[config.mk]
export PLATFORM = sky130hd
export DESIGN_NAME = wavetable_sound_generator
export DESIGN_NICKNAME = d
export VERILOG_FILES = /design/src/rtl/wsg_pkg.sv /design/src/rtl/wavetable_sound_generator.sv
export VERILOG_INCLUDE_DIRS = /design/src /design/src/rtl
export SDC_FILE = /design/constraint.sdc
export NUM_CORES = 2
export LEC_CHECK = 0
export BUFFER_PORTS_ARGS = -buffer_cell sky130_fd_sc_hd__buf_4
export CAP_MARGIN = 10
export CELL_PAD_IN_SITES_DETAIL_PLACEMENT = 1
export CELL_PAD_IN_SITES_GLOBAL_PLACEMENT = 2
export CORE_UTILIZATION = 45
export CTS_CLUSTER_DIAMETER = 100
export DETAILED_ROUTE_END_ITERATION = 6
export PLACE_DENSITY = 0.85
export SLEW_MARGIN = 15
export SYNTH_ARGS = -nofsm -noshare
export SYNTH_HDL_FRONTEND = slang
export SYNTH_SLANG_ARGS = --single-unit
[constraint.sdc]
create_clock -name clk -period 9.6 [get_ports clk]
set_clock_uncertainty 0.1 [all_clocks]
set_input_delay 1.44 -clock clk [delete_from_list [all_inputs] [get_ports clk]]
set_output_delay 1.44 -clock clk [all_outputs]
set_load 0.01 [all_outputs]
[src/rtl/wavetable_sound_generator_assert.svh]
// assertion macros for the wavetable sound generator
`ifndef WAVETABLE_SOUND_GENERATOR_ASSERT_SVH
`define WAVETABLE_SOUND_GENERATOR_ASSERT_SVH

// consequent checked in the same cycle as the antecedent
`define WSG_ASSERT_SAME(label, ante, cons, msg) \
	label: assert property (@(posedge clk) disable iff (!arst_n) (ante) |-> (cons)) \
		else $error(msg);

// consequent checked in the cycle after the antecedent
`define WSG_ASSERT_NEXT(label, ante, cons, msg) \
	label: assert property (@(posedge clk) disable iff (!arst_n) (ante) |=> (cons)) \
		else $error(msg);

`endif

[src/rtl/wsg_pkg.sv]
// package: constants, item types and helpers of the wavetable sound generator
package wsg_pkg;

	localparam int CHANNELS    = 5;
	localparam int WAVE_LENGTH = 32;
	localparam int WAVEFORMS   = 4;

	localparam int CH_W  = $clog2(CHANNELS);
	localparam int POS_W = $clog2(WAVE_LENGTH);

	// register file map
	localparam int MIRROR_LO   = 'h90;
	localparam int MIRROR_HI   = 'h9F;
	localparam int MIRROR_OFS  = 'h10;
	localparam int PERIOD_BASE = 'h80;
	localparam int VOLUME_BASE = 'h8A;
	localparam int ENABLE_ADDR = 'h8F;

	localparam int SAMPLE_MIN = -32768;
	localparam int SAMPLE_MAX = 32767;

	// signed sum of all channel levels
	localparam int ACC_W  = 15;
	localparam int PROD_W = 24;

	typedef enum logic [1:0] {
		CMD_WRITE = 2'd0,
		CMD_READ  = 2'd1,
		CMD_TICK  = 2'd2,
		CMD_NONE  = 2'd3
	} cmd_t;

	typedef enum logic {
		CFG_CLOCK_DIVIDER = 1'b0,
		CFG_OUTPUT_GAIN   = 1'b1
	} cfg_index_t;

	typedef struct packed {
		cmd_t        cmd;
		logic [7:0]  address;
		logic [7:0]  write_data;
	} req_t;

	typedef struct packed {
		logic [7:0]         read_data;
		logic               sample_valid;
		logic signed [15:0] sample;
	} rsp_t;

	// fold the mirror window onto the control registers
	function automatic logic [7:0] map_address(input logic [7:0] a);
		if (int'(a) >= MIRROR_LO && int'(a) <= MIRROR_HI)
			return 8'(int'(a) - MIRROR_OFS);
		return a;
	endfunction

	// byte address of a channel's current wave sample
	function automatic logic [7:0] sample_address(input logic [CH_W-1:0] ch,
			input logic [POS_W-1:0] pos);
		int w;
		if (ch == '0)
			w = 0;
		else if (int'(ch) >= CHANNELS - 1)
			w = WAVEFORMS - 1;
		else
			w = int'(ch);
		if (w > WAVEFORMS - 1)
			w = WAVEFORMS - 1;
		return 8'((w * WAVE_LENGTH + int'(pos)) & 'hFF);
	endfunction

endpackage

[src/rtl/wavetable_sound_generator.sv]
// top level: wavetable sound generator with register file, channel sequencer and mixer
//
//  channel | handshake            | payload
//  --------+----------------------+-----------------------------------
//  req     | req_valid/req_stall  | cmd, address, write_data
//  rsp     | rsp_valid/rsp_stall  | read_data, sample_valid, sample
//  cfg     | cfg_valid/cfg_ready  | cfg_index, cfg_data
//
// after reset a clearing pass zeroes the 256-byte register file, with req_stall high
// a write goes to the done state, a read first to the read state (one registered memory read)
// a tick runs through the states in order: per channel one advance step
// and one multiply step on the shared multiplier, then one mix step on the same multiplier
// a finished item waits in the output register while the next item is accepted;
// rsp_stall only holds the sequencer when a second result is ready and the first is still held
module wavetable_sound_generator (
	input  logic                 clk,
	input  logic                 arst_n,
	input  logic                 req_valid,
	output logic                 req_stall,
	input  wsg_pkg::req_t        req,
	output logic                 rsp_valid,
	input  logic                 rsp_stall,
	output wsg_pkg::rsp_t        rsp,
	input  logic                 cfg_valid,
	output logic                 cfg_ready,
	input  wsg_pkg::cfg_index_t  cfg_index,
	input  logic [15:0]          cfg_data
);

	`include "wavetable_sound_generator_assert.svh"

	typedef enum logic [2:0] {
		S_CLEAR,
		S_IDLE,
		S_READ,
		S_ADV,
		S_MUL,
		S_MIX,
		S_DONE
	} state_t;

	state_t state_q;

	// register file, bytes 0x90-0x9f are never used because of the mirror
	logic [7:0] mem [256];
	logic [7:0] mem_rd_q;
	logic [7:0] rd_addr;
	logic [7:0] clr_q;

	// shadow copies of the control bytes, read by the channel sequencer
	logic [7:0]             per_lo_q [wsg_pkg::CHANNELS];
	logic [3:0]             per_hi_q [wsg_pkg::CHANNELS];
	logic [3:0]             vol_q    [wsg_pkg::CHANNELS];
	logic [wsg_pkg::CHANNELS-1:0] en_q;

	// channel state
	logic [11:0]               phase_q [wsg_pkg::CHANNELS];
	logic [wsg_pkg::POS_W-1:0] pos_q   [wsg_pkg::CHANNELS];
	logic [wsg_pkg::CH_W-1:0]  ch_q;
	logic signed [wsg_pkg::ACC_W-1:0] acc_q;
	logic [15:0]               pre_q;

	// configuration
	logic [15:0] div_q;
	logic [6:0]  gain_q;

	wsg_pkg::rsp_t res_q;
	wsg_pkg::rsp_t out_q;
	logic          out_valid_q;

	logic        req_acc;
	logic [7:0]  req_maddr;
	logic [11:0] period;
	logic        active;
	logic [11:0] ph_inc;
	logic        ph_wrap;
	logic [wsg_pkg::POS_W-1:0] pos_next;

	logic signed [15:0]                mul_a;
	logic signed [7:0]                 mul_b;
	logic signed [wsg_pkg::PROD_W-1:0] prod;
	logic signed [15:0]                sat;
	logic [16:0]                       pre_inc;
	logic                              emit;
	logic                              out_free;

	assign req_stall = (state_q != S_IDLE);
	assign req_acc   = req_valid && !req_stall;
	assign req_maddr = wsg_pkg::map_address(req.address);
	assign cfg_ready = 1'b1;
	assign rsp_valid = out_valid_q;
	assign rsp       = out_q;
	assign out_free  = !out_valid_q || !rsp_stall;

	// current channel's step
	assign period   = {per_hi_q[ch_q], per_lo_q[ch_q]};
	assign active   = en_q[ch_q] && (vol_q[ch_q] != 4'd0) && (period != 12'd0);
	assign ph_inc   = phase_q[ch_q] + 12'd1;
	assign ph_wrap  = (ph_inc >= period);
	assign pos_next = ph_wrap ? pos_q[ch_q] + 1'b1 : pos_q[ch_q];

	// read address: bus read at accept, else the sample of the channel being advanced
	always_comb begin
		if (state_q == S_IDLE)
			rd_addr = req_maddr;
		else
			rd_addr = wsg_pkg::sample_address(ch_q, pos_next);
	end

	// shared multiplier: sample times volume, or channel sum times gain
	always_comb begin
		if (state_q == S_MIX) begin
			mul_a = {{(16 - wsg_pkg::ACC_W){acc_q[wsg_pkg::ACC_W-1]}}, acc_q};
			mul_b = {1'b0, gain_q};
		end else begin
			mul_a = {{8{mem_rd_q[7]}}, mem_rd_q};
			mul_b = {4'd0, vol_q[ch_q]};
		end
	end

	assign prod = mul_a * mul_b;

	// clip to 16 bits signed
	always_comb begin
		if (prod < wsg_pkg::PROD_W'(wsg_pkg::SAMPLE_MIN))
			sat = 16'sh8000;
		else if (prod > wsg_pkg::PROD_W'(wsg_pkg::SAMPLE_MAX))
			sat = 16'sh7FFF;
		else
			sat = prod[15:0];
	end

	// divider zero behaves like one, the 17-bit count always passes it
	assign pre_inc = {1'b0, pre_q} + 17'd1;
	assign emit    = (pre_inc >= {1'b0, div_q});

	// register file memory
	always_ff @(posedge clk) begin
		if (state_q == S_CLEAR)
			mem[clr_q] <= 8'd0;
		else if (req_acc && req.cmd == wsg_pkg::CMD_WRITE)
			mem[req_maddr] <= req.write_data;
		mem_rd_q <= mem[rd_addr];
	end

	always_ff @(posedge clk or negedge arst_n) begin
		if (!arst_n) begin
			state_q     <= S_CLEAR;
			clr_q       <= 8'd0;
			ch_q        <= '0;
			acc_q       <= '0;
			pre_q       <= 16'd0;
			div_q       <= 16'd1;
			gain_q      <= 7'd1;
			en_q        <= '0;
			res_q       <= '0;
			out_q       <= '0;
			out_valid_q <= 1'b0;
			for (int c = 0; c < wsg_pkg::CHANNELS; c++) begin
				per_lo_q[c] <= 8'd0;
				per_hi_q[c] <= 4'd0;
				vol_q[c]    <= 4'd0;
				phase_q[c]  <= 12'd0;
				pos_q[c]    <= '0;
			end
		end else begin
			// configuration is taken in any state
			if (cfg_valid && cfg_ready) begin
				unique case (cfg_index)
					wsg_pkg::CFG_CLOCK_DIVIDER: div_q  <= cfg_data;
					wsg_pkg::CFG_OUTPUT_GAIN:   gain_q <= cfg_data[6:0];
					default: ;
				endcase
			end

			// output register empties when its item is taken and nothing refills it
			if (out_valid_q && !rsp_stall && state_q != S_DONE)
				out_valid_q <= 1'b0;

			// control bytes mirrored into the shadow registers
			if (req_acc && req.cmd == wsg_pkg::CMD_WRITE) begin
				for (int c = 0; c < wsg_pkg::CHANNELS; c++) begin
					if (req_maddr == 8'(wsg_pkg::PERIOD_BASE + 2 * c))
						per_lo_q[c] <= req.write_data;
					if (req_maddr == 8'(wsg_pkg::PERIOD_BASE + 2 * c + 1))
						per_hi_q[c] <= req.write_data[3:0];
					if (req_maddr == 8'(wsg_pkg::VOLUME_BASE + c))
						vol_q[c] <= req.write_data[3:0];
				end
				if (req_maddr == 8'(wsg_pkg::ENABLE_ADDR))
					en_q <= req.write_data[wsg_pkg::CHANNELS-1:0];
			end

			unique case (state_q)
				S_CLEAR: begin
					clr_q <= clr_q + 8'd1;
					if (clr_q == 8'hFF)
						state_q <= S_IDLE;
				end
				S_IDLE: begin
					if (req_acc) begin
						res_q.read_data    <= 8'd0;
						res_q.sample_valid <= 1'b0;
						res_q.sample       <= 16'sd0;
						unique case (req.cmd)
							wsg_pkg::CMD_READ: state_q <= S_READ;
							wsg_pkg::CMD_TICK: begin
								ch_q    <= '0;
								acc_q   <= '0;
								state_q <= S_ADV;
							end
							wsg_pkg::CMD_WRITE,
							wsg_pkg::CMD_NONE: state_q <= S_DONE;
							default: state_q <= S_DONE;
						endcase
					end
				end
				S_READ: begin
					res_q.read_data <= mem_rd_q;
					state_q         <= S_DONE;
				end
				S_ADV: begin
					// idle channels keep phase and position
					if (active) begin
						phase_q[ch_q] <= ph_wrap ? 12'd0 : ph_inc;
						pos_q[ch_q]   <= pos_next;
					end
					state_q <= S_MUL;
				end
				S_MUL: begin
					if (active)
						acc_q <= acc_q + prod[wsg_pkg::ACC_W-1:0];
					if (int'(ch_q) == wsg_pkg::CHANNELS - 1) begin
						state_q <= S_MIX;
					end else begin
						ch_q    <= ch_q + 1'b1;
						state_q <= S_ADV;
					end
				end
				S_MIX: begin
					if (emit) begin
						pre_q              <= 16'd0;
						res_q.sample_valid <= 1'b1;
						res_q.sample       <= sat;
					end else begin
						pre_q <= pre_inc[15:0];
					end
					state_q <= S_DONE;
				end
				S_DONE: begin
					if (out_free) begin
						out_q       <= res_q;
						out_valid_q <= 1'b1;
						state_q     <= S_IDLE;
					end
				end
				default: state_q <= S_IDLE;
			endcase
		end
	end

	// every accepted item leaves the sequencer busy in the cycle after the accept
	`WSG_ASSERT_NEXT(a_busy_after_accept, req_valid && !req_stall, req_stall, "accept left the block idle")
	// each advance step is followed by its multiply step
	`WSG_ASSERT_NEXT(a_adv_then_mul, state_q == S_ADV, state_q == S_MUL, "advance not followed by multiply")
	// a result without a sample carries a zero sample
	`WSG_ASSERT_SAME(a_zero_sample, rsp_valid && !rsp.sample_valid, rsp.sample == 16'sd0, "sample not zero")

endmodule

# After elaboration in Yosys (flattened, before gate mapping)

Memory sizes are Yosys's and may differ from the RTL's. A register that Yosys moved wholly into a read port is not among the register bits.
Index checks and enable logic that the tools add are counted.

Logic and storage cells: 215
Memories: 1
Output and inout port bits: 28
Register bits after elaboration: 289
RAM bits: 2048
Input port bits: 40

Memories:

| name | depth | bits a word | read ports | clocked after Yosys merged registers in | wr ports | line                            | RTL |
|---|---|---|---|---|---|---|---|
| mem  | 256   | 8           | 1          | 1                                       | 1        | wavetable_sound_generator.sv:45 | `logic [7:0] mem [256];` |

Multiplexer cells: 68
Multiply operators: 1
Eq/ne operators: 36
Bitwise gates (word level): 2
$add $sub $neg: 8
$lt $le $gt $ge: 11
Reduce and logical (&&, ||, !) cells: 48

Operators with widths:

| kind                    | count |
|---|---|
| $eq A8 B8 Y1 const B    | 17 |
| $mux W16                | 4 |
| $bwmux W60              | 1 |
| $mux W8                 | 7 |
| $mux W12                | 4 |
| $mux W15                | 3 |
| $reduce_and A2 Y1       | 21 |
| $bmux W12 S3            | 1 |
| $demux W12 S3           | 1 |
| $pmux W17 S2            | 1 |
| $mux W3                 | 11 |
| $gt A32 B3 Y1 const B   | 1 |
| $mux W32                | 1 |
| $pmux W15 S2            | 1 |
| $bwmux W25              | 1 |
| $mux W25                | 1 |
| $bmux W4 S3             | 2 |
| $bmux W8 S3             | 1 |
| $gt A24 B16 Y1 const B  | 1 |
| $lt A24 B16 Y1 const B  | 1 |
| $mul A16 B8 Y24         | 1 |
| $mux W5                 | 4 |
| $pmux W3 S6             | 1 |
| $add A16 B1 Y17 const B | 1 |
| other kinds (48)        | 86 |

# Depth between registers and ports, before layout

Depth in word-level cells: 11
Depth in mapped cells: 32
Depth with buffers taken out: 28

# Worst setup path before layout

OpenSTA, ideal clock, no wires.

Path kind: register to register
Start point: reg ch_q[0] in the netlist's numbering
End point: reg res_q[10] in the netlist's numbering
Path buffers: 4
Period minus slack after synthesis: 6.926 ns
Library setup time: 0.083 ns
Path slack: 2.674 ns
Data required time: 9.417 ns
Cell stages (with the launch flop): 28
Arrival time: 6.744 ns
Cell sequence: dfrtp_1 buf_4 nor2_1 buf_2 a222oi_1 nand2_1 o21ai_0 clkbuf_1 nor2_1 fa_1 fa_1 inv_1 fa_1 fa_1 inv_1 ha_1 a21o_1 a2111oi_0 o2111ai_1 nand3_1 nand3b_1 a21oi_1 xor2_1 nor4_1 a21oi_1 or2_2 clkbuf_1 o21ai_0

Word-level cells in the longest chain between the ends: 11
Elaborated cells between the ends (all ways): 12
Classes of those cells: mul: 1; order compare: 2; mux: 8; bitwise: 1

Ends and longest elaborated chain:

| what                                           | line                             | RTL |
|---|---|---|
| start: declaration                             | wavetable_sound_generator.sv:59  | `logic [wsg_pkg::CH_W-1:0] ch_q;` |
| start signal: assignment                       | wavetable_sound_generator.sv:236 | `ch_q <= ch_q + 1'b1;` |
| $not A3 Y4 (not written as such) (*)           | wavetable_sound_generator.sv:117 | `mul_b = {4'd0, vol_q[ch_q]};` |
| $bmux W4 S3 (*)                                | wavetable_sound_generator.sv:117 |  |
| $mux W4 (not written as such) (*) (2 in a row) | wavetable_sound_generator.sv:117 |  |
| $mux W7 (*)                                    | wavetable_sound_generator.sv:112 | `if (state_q == S_MIX) begin` |
| $mul A16 B8 Y24 (*)                            | wavetable_sound_generator.sv:121 | `assign prod = mul_a * mul_b;` |
| $gt A24 B16 Y1                                 | wavetable_sound_generator.sv:127 | `else if (prod > wsg_pkg::PROD_W'(wsg_pkg::SAMPLE_MAX))` |
| $mux W16                                       | wavetable_sound_generator.sv:127 |  |
| $mux W16 (*)                                   | wavetable_sound_generator.sv:125 | `if (prod < wsg_pkg::PROD_W'(wsg_pkg::SAMPLE_MIN))` |
| $mux W17 (*)                                   | wavetable_sound_generator.sv:241 | `if (emit) begin` |
| $pmux W17 S2 (*)                               | wavetable_sound_generator.sv:194 | `unique case (state_q)` |
| end: declaration                               | wavetable_sound_generator.sv:67  | `wsg_pkg::rsp_t res_q;` |

Every way passes the cells marked *; elsewhere a longest branch is shown, timed or not. The select of a mux whose other input is x is not followed.
A chain may end at the register's enable or synchronous reset.

# Worst setup path after layout

Start point: reg ch_q[2] in the netlist's numbering
End point: reg mem_rd_q[6], read port of mem

Word-level cells in the longest chain between the ends: 9
Elaborated cells between the ends (all ways): 27
Classes of those cells: add/sub: 3; order compare: 3; mux: 19; bitwise: 1; reduce/logical: 1

Ends and longest elaborated chain:

| what                                                                    | line                                                               | RTL |
|---|---|---|
| $not A3 Y4 (not written as such) / $ge A3 B3 Y1 (equally long branches) | n/a                                                                |  |
| $bmux W12 S3 / $mux W3 (equally long branches)                          | wavetable_sound_generator.sv:98, wsg_pkg.sv:63                     |  |
| $mux W12 (not written as such) / $mux W3 (equally long branches)        | wavetable_sound_generator.sv:98, wsg_pkg.sv:61                     |  |
| $mux W12 (not written as such) / $mux W32 (equally long branches)       | wavetable_sound_generator.sv:98, wavetable_sound_generator.sv:104  |  |
| $add A12 B1 Y12 / $gt A32 B3 Y1 (equally long branches)                 | wavetable_sound_generator.sv:98, wsg_pkg.sv:67                     |  |
| $ge A12 B12 Y1 / $mux W3 (equally long branches)                        | wavetable_sound_generator.sv:99, wsg_pkg.sv:67                     |  |
| $mux W5 / $mux W3 (equally long branches)                               | wavetable_sound_generator.sv:100, wavetable_sound_generator.sv:104 |  |
| $add A8 B5 Y8 (*)                                                       | wsg_pkg.sv:69                                                      | `return 8'((w * WAVE_LENGTH + int'(pos)) & 'hFF);` |
| $mux W8 (*)                                                             | wavetable_sound_generator.sv:104                                   | `if (state_q == S_IDLE)` |
| end: declaration                                                        | wavetable_sound_generator.sv:46                                    | `logic [7:0] mem_rd_q;` |

Marks and branches as above.

==> impl_metrics.json <==
{
  "mostFrequentLayoutCell": "edfxtp_1",
  "areaGrowthSynthToFinish_pct": 12.1,
  "cts_sinks": 2345,
  "die_h_um": 478,
  "drive_gt1_frac": 0.121,
  "period_needed_ps": 8850,
  "dr.pass1.iters": 7,
  "clk_latency_ps": 900,
  "post_cts_buffers": 0,
  "topRoutingLayerUsed": "met5",
  "ioPinCount": 68,
  "route.met3.wl_mm": 39.3,
  "syn_area_per_cell_um2": 12.9,
  "worst_pin_slew_ps": 1480,
  "numCtsBuffers": 237,
  "rsz0062_at_grt": "false",
  "initial_utilization": 0.453,
  "route.detailed.drc": 37,
  "wire_per_inst_um": 32.6,
  "crit_path_end_kind": "flip-flop",
  "routed_wirelength_mm": 365,
  "finalSetupTns_ps": 0,
  "drv_slew": 0,
  "power.density_nw_per_um2": 329,
  "synth_area_um2": 102000,
  "dp_hpwl_mm": 233,
  "wl_met2_mm": 166,
  "reg2regPathDepth": 23,
  "cts_tree": "done",
  "min-delay-start": "res_q[14]$_DFFE_PN0P_",
  "drv_cap": 1,
  "die_w_um": 478,
  "final_cell_mix": "edfxtp_1, nand2_1, nand3_1",
  "cp_max_fo": 26,
  "status": "finished, violations left",
  "ys.flop_type": "edfxtp_1",
  "synth-seq-cells": 2345,
  "yosysSeqAreaShare": 0.675,
  "yosys_warnings": 0,
  "worst-endpoint-required_ps": 10240,
  "slowest_stage": "nor4_2",
  "synth_nets": 8157,
  "grt-ovfl-total": 0,
  "reg2reg_from": "ch_q[2]$_DFFE_PN0P_",
  "slew_headroom": 0.0128,
  "wl_met1_mm": 137,
  "synthArstFlopShare": 0.123,
  "setup_viol": 0,
  "rrSetupSlack_ps": 750,
  "cts_root_buf": "clkbuf_16",
  "avgViaCountPerCell": 6.40,
  "ctsHoldBuffers": 0,
  "synth_cell_types": 97,
  "synthTopCellsByArea": "edfxtp_1, dfrtp_1, nand2_1, nand3_1, mux2i_1",
  "grt_pass1_wl_mm": 525,
  "design_area_um2": 114000,
  "port_buffers": 66,
  "holdPathEnd": "res_q[14]$_DFFE_PN0P_",
  "gp_routability_congestion": 0.944,
  "num_vias": 71804,
  "path_cells": "nor2b_2 -> a22oi_1 -> o22ai_1 -> inv_1 -> nor3_1 -> nor4bb_1 -> nand2b_1 -> xor2_1 -> ha_1 -> a21o_1 -> a31oi_2 -> nand2_1 -> nor4_4 -> or3_4 -> buf_12 -> buf_4 -> buf_4 -> mux2i_1 -> a221oi_1 -> o21ai_0 -> nand4_1 -> nor4_2 -> o221ai_1",
  "arrival_ps": 9490,
  "grt_start_max_net_pins": 216,
  "final_cell_count_no_fill": 11216,
  "hold_viol_final": 0,
  "htreeDepth": 4,
  "place_ws_ps": 685,
  "nets": 8235,
  "clockBufferDepth": 3,
  "final_antenna_net_count": 0,
  "cp_common_cell": "buf_4",
  "synth_top_area_frac": 0.603,
  "r2r_end": "mem_rd_q[6]$_DFF_P_",
  "fin_ws_ps": 749,
  "ir_drop_mv": 0.345,
  "hp-class": "flip-flop to flip-flop",
  "cp-start-kind": "flip-flop",
  "cpPeakStageDelay_ps": 810,
  "post_dp_cell_area_um2": 107000,
  "grt_usage": 0.316,
  "die_area_um2": 229000,
  "grt_pass1_vias": 73424,
  "grt_antenna_before_repair": 20,
  "drt_iter0_markers": 9041,
  "synth-edff-count": 2048,
  "place_inst": 10761,
  "period_share": 0.922,
  "path_class": "flip-flop to flip-flop",
  "cts_resized": 0,
  "violations": "DRC, capacitance limit",
  "hold_depth": 2,
  "yosysTopAreaCell": "edfxtp_1",
  "core-area_um2": 225000,
  "path_clk_slew_ps": 70,
  "fp-row-count": 174,
  "fmax_ghz": 0.113,
  "syn_inst": 7932,
  "leakage_uw": 0.0412
}
-- routing by layer --
| metal | vias to the layer above | track usage |
|---|---|---|
| li1 | 29628 | - |
| met1 | 37018 | 0.408 |
| met2 | 4158 | 0.484 |
| met3 | 984 | 0.0813 |
| met4 | 16 | 0.178 |
| met5 | - | 0 |
-- state kept, by name, indices dropped and copies added (netlist names) --
signal,cells
mem,2048
phase_q,60
per_lo_q,40
pos_q,25
res_q,25
rsp,25
per_hi_q,20
vol_q,20
div_q,16
pre_q,16
acc_q,15
clr_q,8
mem_rd_q,8
gain_q,7
en_q,5
ch_q,3
state_q,3
rsp_valid,1
-- cells in the mapped netlist, drive strengths merged (37+ instances only) --
master / instances
dfrtp: 287
nor2: 472
clkbuf: 188
nand4: 82
mux2: 211
mux2i: 269
and3: 81
a22oi: 56
and2: 39
o211ai: 46
a32oi: 57
nand3: 555
a31oi: 90
a221oi: 155
buf: 315
nand2: 1471
ha: 101
xnor2: 37
inv: 168
fa: 84
o21ai: 188
edfxtp: 2048
nor3: 58
a21oi: 416
-- final cells by class --
type                    instances  area (µm²)
repair buffers                342        3090
inverters                     169         634
well taps                    2992        3740
clock inverters               121        1220
clock buffers                 317        6520
multi-input cells            4915       30300
flip-flops and latches       2345       68900
fillers                     22483      111000
diodes                         15        37.5
-- worst max path at each step --
stage | start | slack, ps | endpoint | cells after the start
5_1_grt | ch_q[2]$_DFFE_PN0P_ | 360 | mem_rd_q[6]$_DFF_P_ | 23
6_report | ch_q[2]$_DFFE_PN0P_ | 750 | mem_rd_q[6]$_DFF_P_ | 23
3_3_place_gp | ch_q[2]$_DFFE_PN0P_ | 1060 | mem_rd_q[6]$_DFF_P_ | 23
2_1_floorplan | ch_q[0]$_DFFE_PN0P_ | 2670 | res_q[10]$_DFFE_PN0P_ | 27
4_1_cts | ch_q[2]$_DFFE_PN0P_ | 620 | mem_rd_q[6]$_DFF_P_ | 23
3_5_place_dp | ch_q[2]$_DFFE_PN0P_ | 690 | mem_rd_q[6]$_DFF_P_ | 23
-- cells by family after synthesis --
| group | after synthesis | synth area share |
|---|---|---|
| fa+ha+maj | 185 | 0.0289 |
| simple gates | 2869 | 0.123 |
| buf+inv | 672 | 0.0310 |
| xor+xnor | 68 | 0.00591 |
| other cells | 1 | 0.0000368 |
| compound gates | 1309 | 0.0859 |
| flops | 2345 | 0.675 |
| mux | 483 | 0.0503 |
-- power by group --
part | internal (µW) | switching, µW
Clock | 5260 | 4070
Sequential | 11200 | 223
Combinational | 4560 | 12200
Total | 21100 | 16500
-- worst max-delay path: cells and delay by family (launching register included) --
family | cells | cell delay [ps]
simple gates | 9 | 4010
compound gates | 7 | 2050
buf+inv | 4 | 1080
flops | 1 | 520
fa+ha+maj | 1 | 340
xor+xnor | 1 | 300
mux | 1 | 230
-- stage by stage --
| step | util | hold slack (ps) | power (µW) |
|---|---|---|---|
| CTS | 0.508 | 391 | 37100 |
| floorplan | - | 340 | 20700 |
| global placement | 0.473 | 358 | 27400 |
| global route | 0.508 | 416 | 38400 |
| detailed placement | 0.473 | 376 | 27800 |
| finish | 0.508 | 385 | 37600 |
(Power assumes the default switching activity.)
